$ cat config.mk
export PLATFORM = sky130hd
export DESIGN_NAME = kddw_walk
export DESIGN_NICKNAME = d
export VERILOG_FILES = /design/src/design/kddw_pkg.sv /design/src/design/kddw_walk.sv
export SDC_FILE = /design/constraint.sdc
export NUM_CORES = 1
export LEC_CHECK = 0
export ABC_AREA = 0
export BUFFER_PORTS_ARGS = -buffer_cell sky130_fd_sc_hd__buf_2
export CAP_MARGIN = 20
export CORE_MARGIN = 1.5
export CORE_UTILIZATION = 60
export CTS_BUF_LIST = sky130_fd_sc_hd__clkbuf_16
export CTS_CLUSTER_DIAMETER = 30
export DETAILED_ROUTE_END_ITERATION = 7
export GPL_ROUTABILITY_DRIVEN = 0
export PLACE_DENSITY = 0.95
export SYNTH_ARGS = -nofsm -noshare
export SYNTH_HDL_FRONTEND = slang
export SYNTH_SLANG_ARGS = --single-unit
$ cat constraint.sdc
create_clock -name clk -period 13.05 [get_ports clk]
set_clock_uncertainty 0.15 [all_clocks]
set_input_delay 1.305 -clock clk [delete_from_list [all_inputs] [get_ports clk]]
set_output_delay 1.305 -clock clk [all_outputs]
set_load 0.02 [all_outputs]
$ cat src/design/kddw_pkg.sv
`timescale 1ns / 1ps
// ----------------------------------------------------------------------------
// kddw_pkg
// shared widths, result kinds and state encodings for the dash/dot unranker
// ----------------------------------------------------------------------------
package kddw_pkg;

  localparam int CNT_W  = 7;
  localparam int RANK_W = 30;
  localparam int VAL_W  = 30;

  localparam logic [VAL_W-1:0] SAT_CAP = 30'd1000000100;

  typedef enum logic [1:0] {
    KIND_SYMBOL    = 2'd0,
    KIND_EMPTY     = 2'd1,
    KIND_BEYOND    = 2'd2,
    KIND_TOO_LARGE = 2'd3
  } kind_t;

  typedef enum logic [1:0] {
    WALK_IDLE,
    WALK_CHECK,
    WALK_STEP
  } walk_state_t;

  typedef enum logic {
    BLD_FILL,
    BLD_DONE
  } bld_state_t;

endpackage

$ cat src/design/kddw_walk.sv
`timescale 1ns / 1ps
// ----------------------------------------------------------------------------
// kddw_walk
// query sequencer: checks the counts and rank, then emits one symbol per cycle
// unless the output stalls, prefetching table entries for both possible next symbols
// ----------------------------------------------------------------------------
module kddw_walk #(
  parameter int MAX_TOTAL = 64
) (
  input  logic                                clk,
  input  logic                                rst,
  input  logic                                built,
  input  logic                                in_valid,
  output logic                                in_ready,
  input  logic [kddw_pkg::CNT_W-1:0]          dash_count,
  input  logic [kddw_pkg::CNT_W-1:0]          dot_count,
  input  logic [kddw_pkg::RANK_W-1:0]         rank,
  output logic [$clog2((MAX_TOTAL+1)**2)-1:0] raddr_a,
  output logic [$clog2((MAX_TOTAL+1)**2)-1:0] raddr_b,
  input  logic [kddw_pkg::VAL_W-1:0]          rdata_a,
  input  logic [kddw_pkg::VAL_W-1:0]          rdata_b,
  output logic                                out_valid,
  input  logic                                out_ready,
  output kddw_pkg::kind_t                     kind,
  output logic                                symbol,
  output logic                                last
);

  localparam int DIM = MAX_TOTAL + 1;
  localparam int AW  = $clog2(DIM * DIM);
  localparam int TW  = kddw_pkg::CNT_W + 1;

  function automatic logic [AW-1:0] addr_of(input logic [TW-1:0] t, input logic [TW-1:0] k);
    return AW'(t) * AW'(DIM) + AW'(k);
  endfunction

  kddw_pkg::walk_state_t state, state_next;

  logic [kddw_pkg::CNT_W-1:0]  a;
  logic [kddw_pkg::CNT_W-1:0]  b;
  logic [kddw_pkg::RANK_W-1:0] r;
  logic                        sel;
  logic [AW-1:0]               addr_a_q;
  logic [AW-1:0]               addr_b_q;

  logic                        can_load;
  logic                        accept;
  logic [TW-1:0]               in_total;
  logic                        too_large;
  logic                        empty;
  logic                        beyond;
  logic [TW-1:0]               cur_total;
  logic [kddw_pkg::VAL_W-1:0]  cur_c;
  logic                        step_dash;
  logic [kddw_pkg::CNT_W-1:0]  a_new;
  logic [kddw_pkg::CNT_W-1:0]  b_new;
  logic [kddw_pkg::RANK_W-1:0] r_new;
  logic                        step_last;
  logic                        load;
  kddw_pkg::kind_t             load_kind;
  logic                        load_sym;
  logic                        load_last;

  assign can_load  = !out_valid || out_ready;
  assign in_ready  = (state == kddw_pkg::WALK_IDLE) && built && can_load;
  assign accept    = in_valid && in_ready;
  assign in_total  = TW'(dash_count) + TW'(dot_count);
  assign too_large = in_total > TW'(MAX_TOTAL);
  assign empty     = (in_total == '0);
  assign beyond    = (r >= rdata_a);
  assign cur_total = TW'(a) + TW'(b);

  always_comb begin
    state_next = state;
    case (state)
      kddw_pkg::WALK_IDLE: begin
        if (accept && !too_large && !empty) state_next = kddw_pkg::WALK_CHECK;
      end
      kddw_pkg::WALK_CHECK: begin
        if (!beyond) state_next = kddw_pkg::WALK_STEP;
        else if (can_load) state_next = kddw_pkg::WALK_IDLE;
      end
      kddw_pkg::WALK_STEP: begin
        if (can_load && step_last) state_next = kddw_pkg::WALK_IDLE;
      end
      default: state_next = kddw_pkg::WALK_IDLE;
    endcase
  end

  // one step of the walk
  always_comb begin
    cur_c     = sel ? rdata_b : rdata_a;
    step_dash = (a != '0) && (r < cur_c);
    a_new     = step_dash ? a - kddw_pkg::CNT_W'(1) : a;
    b_new     = step_dash ? b : b - kddw_pkg::CNT_W'(1);
    r_new     = (a != '0 && !step_dash) ? r - cur_c : r;
    step_last = (TW'(a_new) + TW'(b_new) == '0);
  end

  // table reads, held while stalled so the data is there again next cycle
  always_comb begin
    raddr_a = addr_a_q;
    raddr_b = addr_b_q;
    case (state)
      kddw_pkg::WALK_IDLE: begin
        raddr_a = too_large ? '0 : addr_of(in_total, TW'(dash_count));
        raddr_b = (dash_count == '0 || too_large) ? '0 :
                  addr_of(in_total - TW'(1), TW'(dash_count) - TW'(1));
      end
      kddw_pkg::WALK_STEP: begin
        if (can_load) begin
          raddr_a = (a < kddw_pkg::CNT_W'(2)) ? '0 :
                    addr_of(cur_total - TW'(2), TW'(a) - TW'(2));
          raddr_b = (a == '0 || cur_total < TW'(2)) ? '0 :
                    addr_of(cur_total - TW'(2), TW'(a) - TW'(1));
        end
      end
      default: begin
        raddr_a = addr_a_q;
        raddr_b = addr_b_q;
      end
    endcase
  end

  always_comb begin
    load      = 1'b0;
    load_kind = kddw_pkg::KIND_SYMBOL;
    load_sym  = 1'b0;
    load_last = 1'b1;
    case (state)
      kddw_pkg::WALK_IDLE: begin
        if (accept && too_large) begin
          load      = 1'b1;
          load_kind = kddw_pkg::KIND_TOO_LARGE;
        end else if (accept && empty) begin
          load      = 1'b1;
          load_kind = kddw_pkg::KIND_EMPTY;
        end
      end
      kddw_pkg::WALK_CHECK: begin
        if (beyond) begin
          load      = 1'b1;
          load_kind = kddw_pkg::KIND_BEYOND;
        end
      end
      kddw_pkg::WALK_STEP: begin
        load      = 1'b1;
        load_sym  = !step_dash;
        load_last = step_last;
      end
      default: load = 1'b0;
    endcase
  end

  always_ff @(posedge clk) begin
    if (rst) begin
      state     <= kddw_pkg::WALK_IDLE;
      out_valid <= 1'b0;
    end else begin
      state <= state_next;
      if (can_load) begin
        out_valid <= load;
      end
    end
  end

  always_ff @(posedge clk) begin
    addr_a_q <= raddr_a;
    addr_b_q <= raddr_b;
    if (accept) begin
      a <= dash_count;
      b <= dot_count;
      r <= rank;
    end
    if (state == kddw_pkg::WALK_CHECK) begin
      sel <= 1'b1;
    end
    if (state == kddw_pkg::WALK_STEP && can_load) begin
      a   <= a_new;
      b   <= b_new;
      r   <= r_new;
      sel <= !step_dash;
    end
    if (can_load && load) begin
      kind   <= load_kind;
      symbol <= load_sym;
      last   <= load_last;
    end
  end

`ifndef NO_ASSERTIONS
  a_step_has_symbols: assert property (@(posedge clk) disable iff (rst)
    (state == kddw_pkg::WALK_STEP) |-> (cur_total != '0))
    else $error("walk step with no symbols left");

  a_too_large_flag: assert property (@(posedge clk) disable iff (rst)
    (accept && too_large) |=>
      (out_valid && kind == kddw_pkg::KIND_TOO_LARGE && last))
    else $error("oversized counts not flagged");

  a_dots_only: assert property (@(posedge clk) disable iff (rst)
    (state == kddw_pkg::WALK_STEP && can_load && a == '0) |=> (out_valid && symbol))
    else $error("dash emitted with no dashes left");

  a_ready_after_build: assert property (@(posedge clk) disable iff (rst)
    in_ready |-> built)
    else $error("query taken before table is built");
`endif

endmodule

* Word-level counts from Yosys, hierarchy flattened
Index checks and enable logic that the tools add are counted.
Storage, ports and cells: latch bits 0, bits in read-only memories 0, output and inout port bits 32, bits in registers 78, memories 0, memory bits (writable) 0
Operators by class: muxes and demuxes 33, order comparisons 5, multiply operators 3, bitwise operators 0, eq/ne operators 6, $add $sub $neg 15, shifts and indexed selects 0, reduce and logical (&&, ||, !) cells 29, div/mod/pow operators 0
Operators by type and width (number):
- 30-bit two-way mux | 4
- 13-bit two-way mux | 6
- 13-bit case mux with 2 select lines | 2
- 7-bit two-way mux | 6
- 13-bit by 8-bit adder with 13-bit output | 3
- 8-bit by 7-bit multiplier with 13-bit output, second input constant | 3
- 30-bit greater-or-equal comparator | 1
- 30-bit < comparator | 1
- 30-bit subtractor | 1
- 7-bit by 7-bit adder with 8-bit output | 3
- 8-bit logical NOT | 2
- 7-bit by 1-bit subtractor with 8-bit output, second input constant | 2
- 7-bit logical NOT | 2
- 7-bit by 1-bit subtractor with 7-bit output, second input constant | 2
- 13-bit by 7-bit adder with 13-bit output | 1
- 1-bit logical AND | 12
- 2-bit two-way mux | 6
- 8-bit by 7-bit greater-than comparator with 1-bit output, second input constant | 1
- 8-bit by 2-bit < comparator with 1-bit output, second input constant | 1
- 7-bit by 2-bit subtractor with 8-bit output, second input constant | 1
- 8-bit by 1-bit subtractor with 8-bit output, second input constant | 1
- 8-bit by 2-bit subtractor with 8-bit output, second input constant | 1
- 7-bit by 2-bit < comparator with 1-bit output, second input constant | 1
- 7-bit nonzero test | 1
- 15 further kinds | 27

* Depth between registers and ports, before layout
depth in word-level cells 9, depth in mapped cells 25

* Worst setup path after synthesis
Ideal clock, no wire load.
path kind input to output, start point in dash_count[0] (netlist bit), end point out raddr_b[11], path slack 6003 ps, data required time 11595 ps, arrival 5592 ps, stages on the path 19, cell sequence ha_1 -> fa_1 -> a21oi_1 -> o21bai_1 -> a21o_1 -> a311oi_1 -> nand4_1 -> xor2_1 -> ha_1 -> ha_1 -> fa_1 -> ha_1 -> o21ai_0 -> o21bai_1 -> a21oi_1 -> nor2b_1 -> o21ai_0 -> xor2_1 -> o221ai_1
On the way: longest elaborated chain between the ends 6, elaborated cells between the ends (all ways) 10
RTL lines:
- from (decl) | line kddw_walk.sv:15 | input logic [kddw_pkg::CNT_W-1:0] dash_count,
- 7-bit by 7-bit adder with 8-bit output | line kddw_walk.sv:67 | assign in_total = TW'(dash_count) + TW'(dot_count);
- 8-bit by 1-bit subtractor with 8-bit output | line kddw_walk.sv:108 | addr_of(in_total - TW'(1), TW'(dash_count) - TW'(1));
- 8-bit by 7-bit multiplier with 13-bit output | line kddw_walk.sv:34 | return AW'(t) * AW'(DIM) + AW'(k);
- 13-bit by 8-bit adder with 13-bit output | line kddw_walk.sv:34
- 13-bit two-way mux * | line kddw_walk.sv:107 | raddr_b = (dash_count == '0 || too_large) ? '0 :
- 13-bit case mux with 2 select lines * | line kddw_walk.sv:104 | case (state)
- to (decl) | line kddw_walk.sv:19 | output logic [$clog2((MAX_TOTAL+1)**2)-1:0] raddr_b,
Every way passes the cells marked *; elsewhere a longest branch is shown, timed or not.

* Worst setup path after layout
Same ends and word-level chain as after synthesis.

==> flow_summary.toml <==
[route]
drt_first_pass_iters = 6
drt_iter0_drc = 1038
num_vias = 9021
viasPerCell = 6.43
wire_per_inst_um = 19.2
remaining_drc_errors = 0
drt_wl_total_um = 26900
ant_nets = 0

[critical_path]
timing.rr.end = "state[1]$_SDFFE_PP0P_"
startpoint_type = "input port"
r2r_slack_ns = 7.27
r2r_cells = 21
startpoint = "dash_count[0]"
critPathArrivalTime_ns = 6.44
crit_path_end_kind = "output pin"
worstPathMaxFanout = 8
path_class = "in -> out"
r2r-start = "sel$_SDFFCE_PN1P_"
crit_required_ns = 11.60

[yosys]
synth-edff-count = 49
syn-num-nets = 1357
synth_cell_types = 73
syn_area_um2 = 9270
ys.flop_type = "edfxtp_1"
synth_seq_cells = 78
synth_cells = 1080
yosysSeqAreaShare = 0.221
async_reset_ff_frac = 0
avgSynthCellArea_um2 = 8.58
synth_warnings = 0

[pwr]
vdd_ir_drop_max_uv = 115
pwr-share-comb = 0.601
p_int_uw = 754
power_leakage_nw = 5.19
clockPowerShare = 0.164
swShare = 0.453
powerDensity_nw_per_um2 = 133
power_switching_uw = 624
total_power_mw = 1.38
p_seq_frac = 0.235

[die]
fp.dieW_um = 127
core_area_um2 = 15100
start_util = 0.612
die_h_um = 127
rows = 45
top_level_ports = 141
die-area_um2 = 16200

[hold_path]
worstHoldPathType = "reg -> reg"
hp-start = "addr_b_q[12]$_DFF_P_"
hold_depth = 2
hold_end = "addr_b_q[12]$_DFF_P_"

[sta]
hold_viol_final = 0
setup_tns_ns = 0
fmax_ghz = 0.127
rsz0062_at_grt = "false"
timing.final.crit_share = 0.605
final-max-slew-violation-count = 0
worst_slew_pin_slew_ns = 0.918
timing.final.crit_period_ns = 7.90
worst_slack_ns = 5.15
maxSlewHeadroom = 0.388
setup_violations = 0

[global_route]
grt_max_degree = 74
grt_overflow_total = 0
grt_pass1_wl_um = 42700
grt_pass1_vias = 8826
antenna_found_initial = 1
grt_usage = 0.332

[clock_tree]
clockBufferDepth = 2
htree_levels = 3
clock_sinks = 78
postCtsSetupRepairBufs = 0
clockRootBuffer = "clkbuf_16"
numCtsBuffers = 9
hold_buffers = 0
path_clk_slew_ns = 0.05
clk_latency_ns = 0.35
ctsResizeCount = 0
cts_tree = "built"

[placed_design]
portBuffers = 140
placed_cells = 1385
hpwlAfterDp_um = 20900
pre_cts_slack_ns = 5.43

[finish]
finish.utilization = 0.686
drive_gt1_frac = 0.153
mostFrequentLayoutCells = "ha_1 (156), buf_2 (140), nand2_1 (118), inv_1 (108), o21ai_0 (70)"
final_cells = 1402
area_growth_pct = 12.1
final_common_cell = "ha_1"
final_nets = 1485

[status]
status = "finished clean"

[run]
drv_cap = 0
## per-layer routing
| layer | track usage | routed length, um |
|---|---|---|
| met5 | 0 | 0 |
| met4 | 0.185 | 1500 |
| met3 | 0.0695 | 2730 |
| met2 | 0.536 | 12300 |
| met1 | 0.414 | 10300 |
## critical path, cell delays in order
cell      delay, ns
buf_2          0.15
ha_1           0.24
fa_1           0.42
a21oi_1        0.17
o21bai_1       0.15
a21o_1         0.22
a311oi_1       0.58
nand3_1        0.24
and2_1         0.29
inv_1          0.10
ha_1           0.23
ha_1           0.28
ha_1           0.28
ha_1           0.36
o21ai_0        0.29
o21bai_1       0.11
a21oi_1        0.23
nor2b_1        0.07
o21ai_0        0.21
xor2_1         0.17
o221ai_1       0.13
buf_2          0.20
## cell type report
type,count,area (um^2)
Clock inverter,7,28.8
Multi-Input combinational cell,871,6720
Clock buffer,9,225
Antenna cell,1,2.50
Inverter,103,387
Timing Repair Buffer,145,738
Sequential cell,78,2050
Fill cell,1054,4760
Tap cell,188,235
## power by group through the flow
stage | Clock (mW) | Sequential [mW] | Combinational (mW)
after floorplan | 0 | 0.322 | 0.581
after global placement | 0 | 0.325 | 0.758
after detailed placement | 0 | 0.327 | 0.789
after CTS | 0.225 | 0.323 | 0.805
after global routing | 0.237 | 0.326 | 0.896
final | 0.226 | 0.324 | 0.828
## registers in the layout (all words and copies together), names as in the netlist
| register | cells |
|---|---|
| addr_a_q | 13 |
| kind | 2 |
| a | 7 |
| last | 1 |
| out_valid | 1 |
| addr_b_q | 13 |
| state | 2 |
| symbol | 1 |
| b | 7 |
| sel | 1 |
| r | 30 |
## stage by stage
step	hold WS, ns	cell area, um^2
3_3_place_gp	0.286	10100
6_report	0.309	10400
4_1_cts	0.308	10400
2_1_floorplan	0.357	9270
3_5_place_dp	0.288	10100
5_1_grt	0.313	10400
## cell families after synthesis
logic type                 Yosys count  share of synthesized area
DFF                                 78                      0.221
adders and majority gates          168                      0.237
and+or+nand+nor                    282                      0.145
AOI/OAI and AO/OA                  283                      0.204
xor gates and xnor gates           104                      0.102
buffers and inverters              131                     0.0536
muxes                               34                     0.0375
## Yosys cell counts (all sizes together) (11+ instances only)
master / instances / area share
a211oi: 11 / 0.0095
a21o: 42 / 0.034
a21oi: 64 / 0.035
clkbuf: 24 / 0.0097
dfxtp: 29 / 0.063
edfxtp: 49 / 0.16
fa: 12 / 0.026
ha: 156 / 0.21
inv: 103 / 0.042
mux2i: 28 / 0.030
nand2: 119 / 0.048
nand2b: 17 / 0.011
nand3: 16 / 0.0086
nor2: 49 / 0.020
nor2b: 14 / 0.0095
nor3: 28 / 0.015
o21a: 14 / 0.011
o21ai: 73 / 0.039
o221ai: 20 / 0.020
xnor2: 56 / 0.054
xor2: 47 / 0.046
## worst max-delay path by stage
stage	endpoint	slack, ns
floorplan	raddr_b[11]	6.00
global placement	raddr_b[11]	5.60
detailed placement	raddr_b[11]	5.43
CTS	raddr_b[11]	5.26
global route	raddr_b[11]	4.89
finish	raddr_b[11]	5.15
Note: power is estimated with default switching activity, not from simulation.
