`src/design/kddw_pkg.sv`:
```
`timescale 1ns / 1ps
// ----------------------------------------------------------------------------
// kddw_pkg
// shared widths, result kinds and state encodings for the dash/dot unranker
// ----------------------------------------------------------------------------
package kddw_pkg;

  localparam int CNT_W  = 7;
  localparam int RANK_W = 30;
  localparam int VAL_W  = 30;

  localparam logic [VAL_W-1:0] SAT_CAP = 30'd1000000100;

  typedef enum logic [1:0] {
    KIND_SYMBOL    = 2'd0,
    KIND_EMPTY     = 2'd1,
    KIND_BEYOND    = 2'd2,
    KIND_TOO_LARGE = 2'd3
  } kind_t;

  typedef enum logic [1:0] {
    WALK_IDLE,
    WALK_CHECK,
    WALK_STEP
  } walk_state_t;

  typedef enum logic {
    BLD_FILL,
    BLD_DONE
  } bld_state_t;

endpackage

```
`src/design/kddw_build.sv`:
```
`timescale 1ns / 1ps
// ----------------------------------------------------------------------------
// kddw_build
// fills the table with a capped pascal triangle, one entry per cycle, row by
// row, reading the entry above from the previous row
// ----------------------------------------------------------------------------
module kddw_build #(
  parameter int MAX_TOTAL = 64
) (
  input  logic                                clk,
  input  logic                                rst,
  input  logic [kddw_pkg::VAL_W-1:0]          rdata,
  output logic [$clog2((MAX_TOTAL+1)**2)-1:0] raddr,
  output logic                                we,
  output logic [$clog2((MAX_TOTAL+1)**2)-1:0] waddr,
  output logic [kddw_pkg::VAL_W-1:0]          wdata,
  output logic                                done
);

  localparam int DIM   = MAX_TOTAL + 1;
  localparam int DEPTH = DIM * DIM;
  localparam int AW    = $clog2(DEPTH);
  localparam int CW    = $clog2(MAX_TOTAL + 1);

  kddw_pkg::bld_state_t state, state_next;

  logic [CW-1:0]              row;
  logic [CW-1:0]              col;
  logic [AW-1:0]              addr;
  logic                       issue;
  logic                       last_issue;
  logic                       wr_valid;
  logic [AW-1:0]              wr_addr;
  logic                       wr_row0;
  logic                       wr_col0;
  logic [kddw_pkg::VAL_W-1:0] prev;
  logic [kddw_pkg::VAL_W:0]   sum;

  assign last_issue = (row == CW'(MAX_TOTAL)) && (col == CW'(MAX_TOTAL));

  always_comb begin
    state_next = state;
    case (state)
      kddw_pkg::BLD_FILL: if (last_issue) state_next = kddw_pkg::BLD_DONE;
      kddw_pkg::BLD_DONE: state_next = kddw_pkg::BLD_DONE;
      default:            state_next = kddw_pkg::BLD_FILL;
    endcase
  end

  always_comb begin
    issue = (state == kddw_pkg::BLD_FILL);
    raddr = (row == '0) ? '0 : addr - AW'(DIM);
    done  = (state == kddw_pkg::BLD_DONE) && !wr_valid;
  end

  always_ff @(posedge clk) begin
    if (rst) begin
      state    <= kddw_pkg::BLD_FILL;
      row      <= '0;
      col      <= '0;
      addr     <= '0;
      wr_valid <= 1'b0;
    end else begin
      state    <= state_next;
      wr_valid <= issue;
      if (issue) begin
        addr <= addr + AW'(1);
        if (col == CW'(MAX_TOTAL)) begin
          col <= '0;
          row <= row + CW'(1);
        end else begin
          col <= col + CW'(1);
        end
      end
    end
  end

  // write stage, entry above-left comes from the previous read
  always_ff @(posedge clk) begin
    wr_addr <= addr;
    wr_row0 <= (row == '0);
    wr_col0 <= (col == '0);
    if (wr_valid) begin
      prev <= rdata;
    end
  end

  always_comb begin
    sum = {1'b0, (wr_col0 ? '0 : prev)} + {1'b0, rdata};
    we    = wr_valid;
    waddr = wr_addr;
    if (wr_row0) begin
      wdata = wr_col0 ? kddw_pkg::VAL_W'(1) : '0;
    end else if (sum > {1'b0, kddw_pkg::SAT_CAP}) begin
      wdata = kddw_pkg::SAT_CAP;
    end else begin
      wdata = sum[kddw_pkg::VAL_W-1:0];
    end
  end

endmodule

```
`config.mk`:
```
export PLATFORM = sky130hd
export DESIGN_NAME = kddw_build
export DESIGN_NICKNAME = d
export VERILOG_FILES = /design/src/design/kddw_pkg.sv /design/src/design/kddw_build.sv
export SDC_FILE = /design/constraint.sdc
export NUM_CORES = 1
export LEC_CHECK = 0
export ABC_AREA = 0
export BUFFER_PORTS_ARGS = -buffer_cell sky130_fd_sc_hd__buf_2
export CORE_UTILIZATION = 30
export DETAILED_ROUTE_END_ITERATION = 8
export GPL_TIMING_DRIVEN = 1
export MAX_ROUTING_LAYER = met4
export SLEW_MARGIN = 20
export SYNTH_ARGS = -nofsm -noshare
export SYNTH_HDL_FRONTEND = slang
export SYNTH_SLANG_ARGS = --single-unit
```
`constraint.sdc`:
```
create_clock -name clk -period 5.93 [get_ports clk]
set_clock_uncertainty 0.2 [all_clocks]
set_input_delay 1.186 -clock clk [delete_from_list [all_inputs] [get_ports clk]]
set_output_delay 1.186 -clock clk [all_outputs]
set_load 0.05 [all_outputs]
```
-- Word level (Yosys, flattened, before mapping)
Index checks and enable logic that the tools add are counted.
- add/subtract/negate cells: 5
- $lt $le $gt $ge: 1
- equal/unequal tests: 2
- multiplexer cells: 8
- bitwise gates (word level): 1
- reduce and logical (&&, ||, !) cells: 6
- operator list (kind ; count):
    30-bit two-way mux ; 3
    30-bit by 30-bit adder with 31-bit output ; 1
    31-bit by 30-bit greater-than comparator with 1-bit output, second input constant ; 1
    7-bit by 1-bit adder with 7-bit output, second input constant ; 2
    7-bit == test, second input constant ; 2
    7-bit logical NOT ; 2
    13-bit by 1-bit adder with 13-bit output, second input constant ; 1
    13-bit two-way mux ; 1
    13-bit by 7-bit subtractor with 13-bit output, second input constant ; 1
    7-bit two-way mux ; 1
    1-bit logical AND ; 2
    1-bit two-way mux ; 2
    1-bit one-hot mux with 2 select lines ; 1
    2-bit AND reduction ; 1
    1-bit logical NOT ; 1
    1-bit NOT ; 1
- flip-flop bits (word level): 74
- bits of input ports: 32
- output and inout port bits: 58
- word-level logic and storage cells: 32

-- Depth between registers and ports, before layout
Gate-level depths: netlist of the first run.
- word-level depth: 5
- gate-level depth with buffers: 14
- mapped depth without buffers: 12

-- Worst setup path before layout of the first run
OpenSTA, ideal clock, no wires.
- kind: input -> output
- from: input port rdata[0] (netlist bit)
- to: output port wdata[10] (netlist bit)
- data arrival time: 5.073 ns
- slack: -0.529 ns
- cell stages on the path: 12
- buffers on the path: 1
- cells stage by stage: ha_1 fa_1 a211oi_4 o21a_1 o2bb2ai_1 or4_1 nand3_1 nand3_1 nor4b_2 o311ai_4 buf_4 nor3b_1
- longest elaborated chain between the ends: 4
- ends and longest elaborated chain (item ; RTL line ; text):
    from (decl) ; kddw_build.sv:12 ; input logic [kddw_pkg::VAL_W-1:0] rdata,
    30-bit by 30-bit adder with 31-bit output * ; kddw_build.sv:89 ; sum = {1'b0, (wr_col0 ? '0 : prev)} + {1'b0, rdata};
    31-bit by 30-bit greater-than comparator with 1-bit output ; kddw_build.sv:94 ; end else if (sum > {1'b0, kddw_pkg::SAT_CAP}) begin
    30-bit two-way mux * ; kddw_build.sv:94 ;
    30-bit two-way mux * ; kddw_build.sv:92 ; if (wr_row0) begin
    to (decl) ; kddw_build.sv:16 ; output logic [kddw_pkg::VAL_W-1:0] wdata,
Mark *: on every way between the ends. The rest lies on a longest branch, timed or not.

-- Worst setup path after layout of the first run
- from: input port rdata[0] (netlist bit)
- to: output port wdata[18] (netlist bit)
Same word-level chain as after synthesis.

==> results of run 1 <==
-- kinds of logic after synthesis --
| logic type | after synthesis |
|---|---|
| and+or+nand+nor | 250 |
| AOI/OAI and AO/OA | 163 |
| DFF | 74 |
| buffers and inverters | 48 |
| xor gates and xnor gates | 46 |
| adders and majority gates | 37 |
| muxes | 6 |
-- path summary, 6_finish.rpt --
path                                            start                   to  slack [ns]  cells after the start
worst max-delay path                         rdata[0]            wdata[18]        0.04                     14
worst min-delay path            addr[12]$_SDFFE_PP0N_    waddr[12]$_DFF_P_        0.20                      0
worst max register to register    col[2]$_SDFFE_PP0N_  row[5]$_SDFFE_PP0P_        3.70                      7
worst min register to register  addr[12]$_SDFFE_PP0N_    waddr[12]$_DFF_P_        0.20                      0
-- registers in the layout (all words and copies together), names as in the netlist --
register	flops
we	1
prev	30
wr_col0	1
row	7
addr	13
col	7
state	1
wr_row0	1
waddr	13
-- placed cells by master, fill, tap and decap left out, types with 7 or more instances in the layout --
cell type	netlist	routed
nor2b_1	37	37
a211oi_1	11	11
nand3_1	22	22
a21oi_1	29	29
inv_1	16	16
buf_6	0	22
o21a_1	8	8
and2_1	8	8
ha_1	36	35
nor2_1	64	64
nand2_1	44	44
a21o_1	12	12
buf_4	3	77
nand4_1	8	8
xor2_1	25	25
nor3_1	19	12
a21oi_2	15	14
and3_1	11	11
o21ai_0	18	15
o211ai_1	7	7
o21ai_1	4	7
xnor2_1	21	21
buf_2	10	66
and4_1	7	7
edfxtp_1	30	30
dfxtp_1	44	44
clkbuf_16	0	9
-- repair_timing --
| item | 4_1_cts | 5_1_grt |
|---|---|---|
| setup endpoints to repair | 21 | 26 |
| gates resized for setup | 17 | 62 |
| pin swaps | 6 | 21 |
| buffers inserted | 2 | 4 |
| cloned | 0 | 0 |
| endpoints found under the hold margin | 0 | 0 |
-- stage by stage --
stage	hold slack (ns)	worst slack, ns	total power [W]
after floorplan	0.1290	-0.4198	0.001024
final	0.2015	0.04487	0.001886
after global placement	0.1915	-0.05736	0.001296
after detailed placement	0.1882	-0.1542	0.001296
after global routing	0.2119	-0.07816	0.001991
after CTS	0.1984	0.006562	0.001881
-- power breakdown --
part | internal (W) | switching, W | leakage (nW)
clock network | 0.000329 | 0.000236 | 0.148
registers | 0.000549 | 0.0000115 | 0.651
logic | 0.000337 | 0.000423 | 2.31
-- worst reg2reg max path, stage by stage, from the launching register on --
cell and delay [ns]:
dfxtp_1 0.33, nor4_1 0.29, and2_1 0.18, nand2_1 0.07, nor2_1 0.40, nand4_1 0.22, or3_1 0.34, a21oi_1 0.14
-- per-layer routing --
layer  routed length, um  vias to the layer above
li1                    -                     2602
met1                7167                     2354
met2                7205                      118
met3                 671                       17
met4                 299                        0
met5                   0                        -
-- area by class of cell --
type / instances / area, um2
fill: 1829 / 10720
tap: 229 / 286.5
inverter: 16 / 60.06
multi-input combinational: 502 / 3616
antenna: 1 / 2.502
sequential: 74 / 1782
timing repair buffer: 168 / 1194
clock inverter: 7 / 75.07
clock buffer: 9 / 225.2
==> impl_results.md, run 1 <==
- Status: completed
- Most used DFF post-synth: dfxtp_1
- Worst-path clk slew: 0.06 ns
- #FFs+latches synth: between 70 and 80
- M2 GR Usage: 27.16%
- GRT busiest layer: met2
- Number of flops mapped to enable cells by yosys: 30
- Die W: roughly 140 um
- Worst-path cell chain: buf_8 > ha_4 > fa_2 > a211oi_4 > o21ai_2 > a211oi_4 > o221ai_2 > a221oi_2 > xnor2_1 > or3_4 > o311ai_4 > buf_6 > nor3_2 > buf_6
- Detail Placement HPWL: 11.98 mm
- Ports: 90
- Clock Root Buffer: clkbuf_16
- Nets@finish: 840
- Clock latency on the worst-skew pair: between 0.3 and 0.4 ns
- Max-slew violations: 0
- Synth Instances: 624
- Initial DRC Count: 282
- Tmin final: 5.885 ns
- Mapped Area: 5497 um2
- WL final: 15.34 mm
- Met1 Resource Use GR: 21.65%
- Syn_nets: 693
- Initial Utilization: 30.60%
- Commonest cells post-synth: nor2_1 (64), dfxtp_1 (44), nand2_1 (44)
- TritonRoute pass-1 iters: 4
- Wire length per cell: roughly 15 um
- Hold buffers post-CTS: 0
- CP Launch Type: input port
- Area delta synth->final: 31.73%
- Placed Instances: roughly 1000
- Most common cell in the netlist: nor2_1
- Post-Synth XOR/XNOR Area: 7.330%
- Drt drc: 0
- Fin cells: 1006
- GRT Util Overall: roughly 17%
- Post-synthesis compound-gate area fraction: 23.26%
- Cell area power density: about 260 nW/um2
- Core Rows: between 40 and 50
- Vias in the first global route: 4841
- CTS buffer count: 9
- Final setup vio count: 0
- Synth top area share: about 16%
- Simple-gate area share of the yosys netlist: a little under a quarter
- Share of layout cells above drive strength 1: 30.54%
- Global-route wire length before repair: 24.20 mm
- Worst Hold Class: reg -> reg
- Clock buffer depth: 2
- CP Capture Type: primary output
- Post-DR vias/cell: 5.061
- CP max stage cell: fa_2
- Port bufs: 89
- Post-route setup TNS: 0 ns
- Slew @ Worst Pin: 1.001 ns
- Sequential area share after synthesis: 32.42%
- Multiplexer area fraction after synthesis: 1.138%
- Core Box Area: ~18000 um2
- Distinct cells, synth: 74
- Via count: 5091
- Largest family of logic cells by synthesized area: simple AND/OR/NAND/NOR gates
- Top cells by area, synth: edfxtp_1 (16%), dfxtp_1 (16%), ha_1 (8.2%)
- Period utilisation layout: between 90% and 100%
- Avg Inst Size Synth: 8.809 um2
- Max incr delay on CP: 0.42 ns
- Leak Pwr: 3.111 nW
- Chip Height: about 140 um
- GRT met3 Usage: 3.790%
- Die ar.: 18870 um2
- Antenna viol nets, final: 0
- TritonCTS Sinks: 74
- Worst Path Max Fanout: 6
- H-tree Lvls: 3
- Initial antenna violation count: 1
- Global route total overflow: 0
- Hold Violations, Final: 0
- Slew HR: 33.19%
- VDD IR-drop max: 174.3 uV
- Final Cell Area: 7241 um2
- Largest net degree at the start of global routing: 32
- Worst EP arrival: 4.50 ns
- FMAX: roughly 170 MHz
- Area after DPL: 6665 um2
- CTS tree: yes
- Unrepaired setup endpoints after global routing: yes
- Max-Cap Viols: 0
- Final core utilization: 40.31%
- Cell taking the most area after synthesis: edfxtp_1
- Area share of fa/ha/maj cells after synthesis: 8.559%
- Crit path buffers/inverters: 3
- GP Congestion: 0.8651
- Critical Path RT: 4.54 ns
- Kind of critical path: in -> out
- CP delay by family, top: compound AO/OA/AOI/OAI gates
- Syn. warnings: 0
- Asr flop ratio synth: 0%
No activity file was read; power rests on OpenSTA's default activity.
==> inputs of run 2 (changes only) <==
CTS_BUF_LIST = sky130_fd_sc_hd__clkbuf_8   (was default)
==> impl_results.md, run 2 (synthesis gave the netlist of run 1 again) <==
- Status: completed
- M2 GR Usage: 27.02%
- Slew @ Worst Pin: 0.9905 ns
- GRT Util Overall: about 17%
- Worst-path clk slew: 0.08 ns
- Area after DPL: roughly 6700 um2
- Largest Register: prev
- Fillcell total: 1845
- Flop pwr share: 32.3%
- Clock Root Buffer: clkbuf_8
- TritonRoute pass-1 iters: 4
- Initial DRC Count: 287
- Switch Pwr: 0.0006529 W
- Area delta synth->final: 29.89%
- Unrepaired setup endpoints after global routing: yes
- Ports: 90
- Internal: around 0.0011 W
- Worst Hold Class: reg -> reg
- Logic pwr share: 43.9%
- CP Capture Type: primary output
- Clock buffer depth: 2
- Period utilisation layout: 99.17%
- CTS buffer count: 9
- Nets@finish: 840
- Critical Path RT: ~4.5 ns
- H-tree Lvls: 3
- Die W: 137.4 um
- Drt drc: 0
- Global route total overflow: 0
- VDD IR-drop max: 136.7 uV
- Commonest non-fill, non-tap cells in the layout: buf_4 (77), buf_2 (66), nor2_1 (64), nand2_1 (44), dfxtp_1 (44)
- Max reg flops: 30
- Max-slew violations: 0
- Power share of the clock group: a little under a quarter
- Kind of critical path: in -> out
- Tmin final: 5.881 ns
- Core Box Area: 17960 um2
- Hold slack: just over 0.2 ns
- CP Launch Type: input port
- CTS tree: yes
- Vias in the first global route: 4832
- Clock latency on the worst-skew pair: 0.38 ns
- Share of layout cells above drive strength 1: between 30 and 40%
- Met1 Resource Use GR: 21.68%
- Detail Placement HPWL: 11.98 mm
- Final setup margin: approximately 0.049 ns
- Final setup vio count: 0
- Largest net degree at the start of global routing: 32
- GRT busiest layer: met2
- WL final: 15.32 mm
- Die ar.: ~19000 um2
- Hold buffers post-CTS: 0
- Total power: 0.001736 W
- GP Congestion: 0.8651
- GRT met3 Usage: 3.679%
- TritonCTS Sinks: 74
- Initial Utilization: between 30% and 40%
- Commonest non-fill, non-tap cell in the layout: buf_4
- Cell area power density: 243.2 nW/um2
- Worst EP arrival: between 4 and 5 ns
- Max-Cap Viols: 0
- Pre-CTS setup slack: -0.1542 ns
- Wire length per cell: roughly 15 um
- Initial antenna violation count: 1
- Worst Path Max Fanout: 6
- Core Rows: just under 50
- Antenna viol nets, final: 0
- Leak Pwr: 3.065 nW
- Chip Height: 137.4 um
- Port bufs: 89
- Final Cell Area: 7139 um2
- Hold Violations, Final: 0
- FMAX: ~170 MHz
- Global-route wire length before repair: 24.12 mm
- Via count: 5113
- Post-DR vias/cell: 5.083
- Slew HR: 33.87%
- Switching portion of total power: between 30% and 40%
run 2: per-stage QoR:
| stage | instances | util (%) | TNS (ns) |
|---|---|---|---|
| CTS | 1002 | 38.55 | 0 |
| global route | 1006 | 39.74 | -0.9988 |
| finish | 1006 | 39.74 | 0 |
| floorplan | 624 | - | -3.742 |
| detailed placement | 984 | 37.10 | -2.547 |
| global placement | 984 | 37.10 | -0.6093 |
run 2: area by class of cell:
type,count,area [um2],area share (%)
flip-flops and latches,74,1782,24.96
clock inverters,7,75.07,1.052
inverters,16,60.06,0.8412
repair buffers,168,1194,16.72
diodes,1,2.502,0.03505
clock buffers,9,123.9,1.735
multi-input cells,502,3616,50.65
well taps,229,286.5,4.013
run 2: layer usage:
| layer | up-vias | share of wire (%) | wire length, um |
|---|---|---|---|
| met5 | - | 0 | 0 |
| met4 | 0 | 2.0 | 306 |
| met3 | 19 | 4.6 | 707 |
| met2 | 124 | 47 | 7198 |
| met1 | 2367 | 46 | 7111 |
| li1 | 2603 | - | - |
run 2: worst max-delay path, cell delays in order:
cell and delay, ns:
buf_8 0.10, ha_4 0.16, fa_2 0.42, a211oi_4 0.29
o21ai_2 0.12, a211oi_4 0.32, o221ai_2 0.16, a221oi_2 0.31
xnor2_1 0.16, or3_4 0.42, o311ai_4 0.41, buf_6 0.21
nor3_2 0.05, buf_6 0.17
run 2: path summary, 6_finish.rpt:
check | end | from | slack, ns | depth (start not counted)
setup / recovery | wdata[18] | rdata[0] | 0.05 | 14
hold / removal | waddr[12]$_DFF_P_ | addr[12]$_SDFFE_PP0N_ | 0.20 | 0
setup reg to reg | row[5]$_SDFFE_PP0P_ | col[2]$_SDFFE_PP0N_ | 3.69 | 7
hold reg to reg | waddr[12]$_DFF_P_ | addr[12]$_SDFFE_PP0N_ | 0.20 | 0
run 2: what timing repair did:
item	4_1_cts	5_1_grt
setup endpoints to repair	21	26
resized for setup	17	62
buffers inserted	2	4
pin swaps	6	21
run 2: power by group through the flow:
stage | clock network [W] | logic, W | registers (W)
global route | 0.000451 | 0.000826 | 0.000562
floorplan | 0 | 0.000447 | 0.000577
finish | 0.000414 | 0.000762 | 0.000560
CTS | 0.000430 | 0.000741 | 0.000560
global placement | 0 | 0.000725 | 0.000571
detailed placement | 0 | 0.000724 | 0.000572
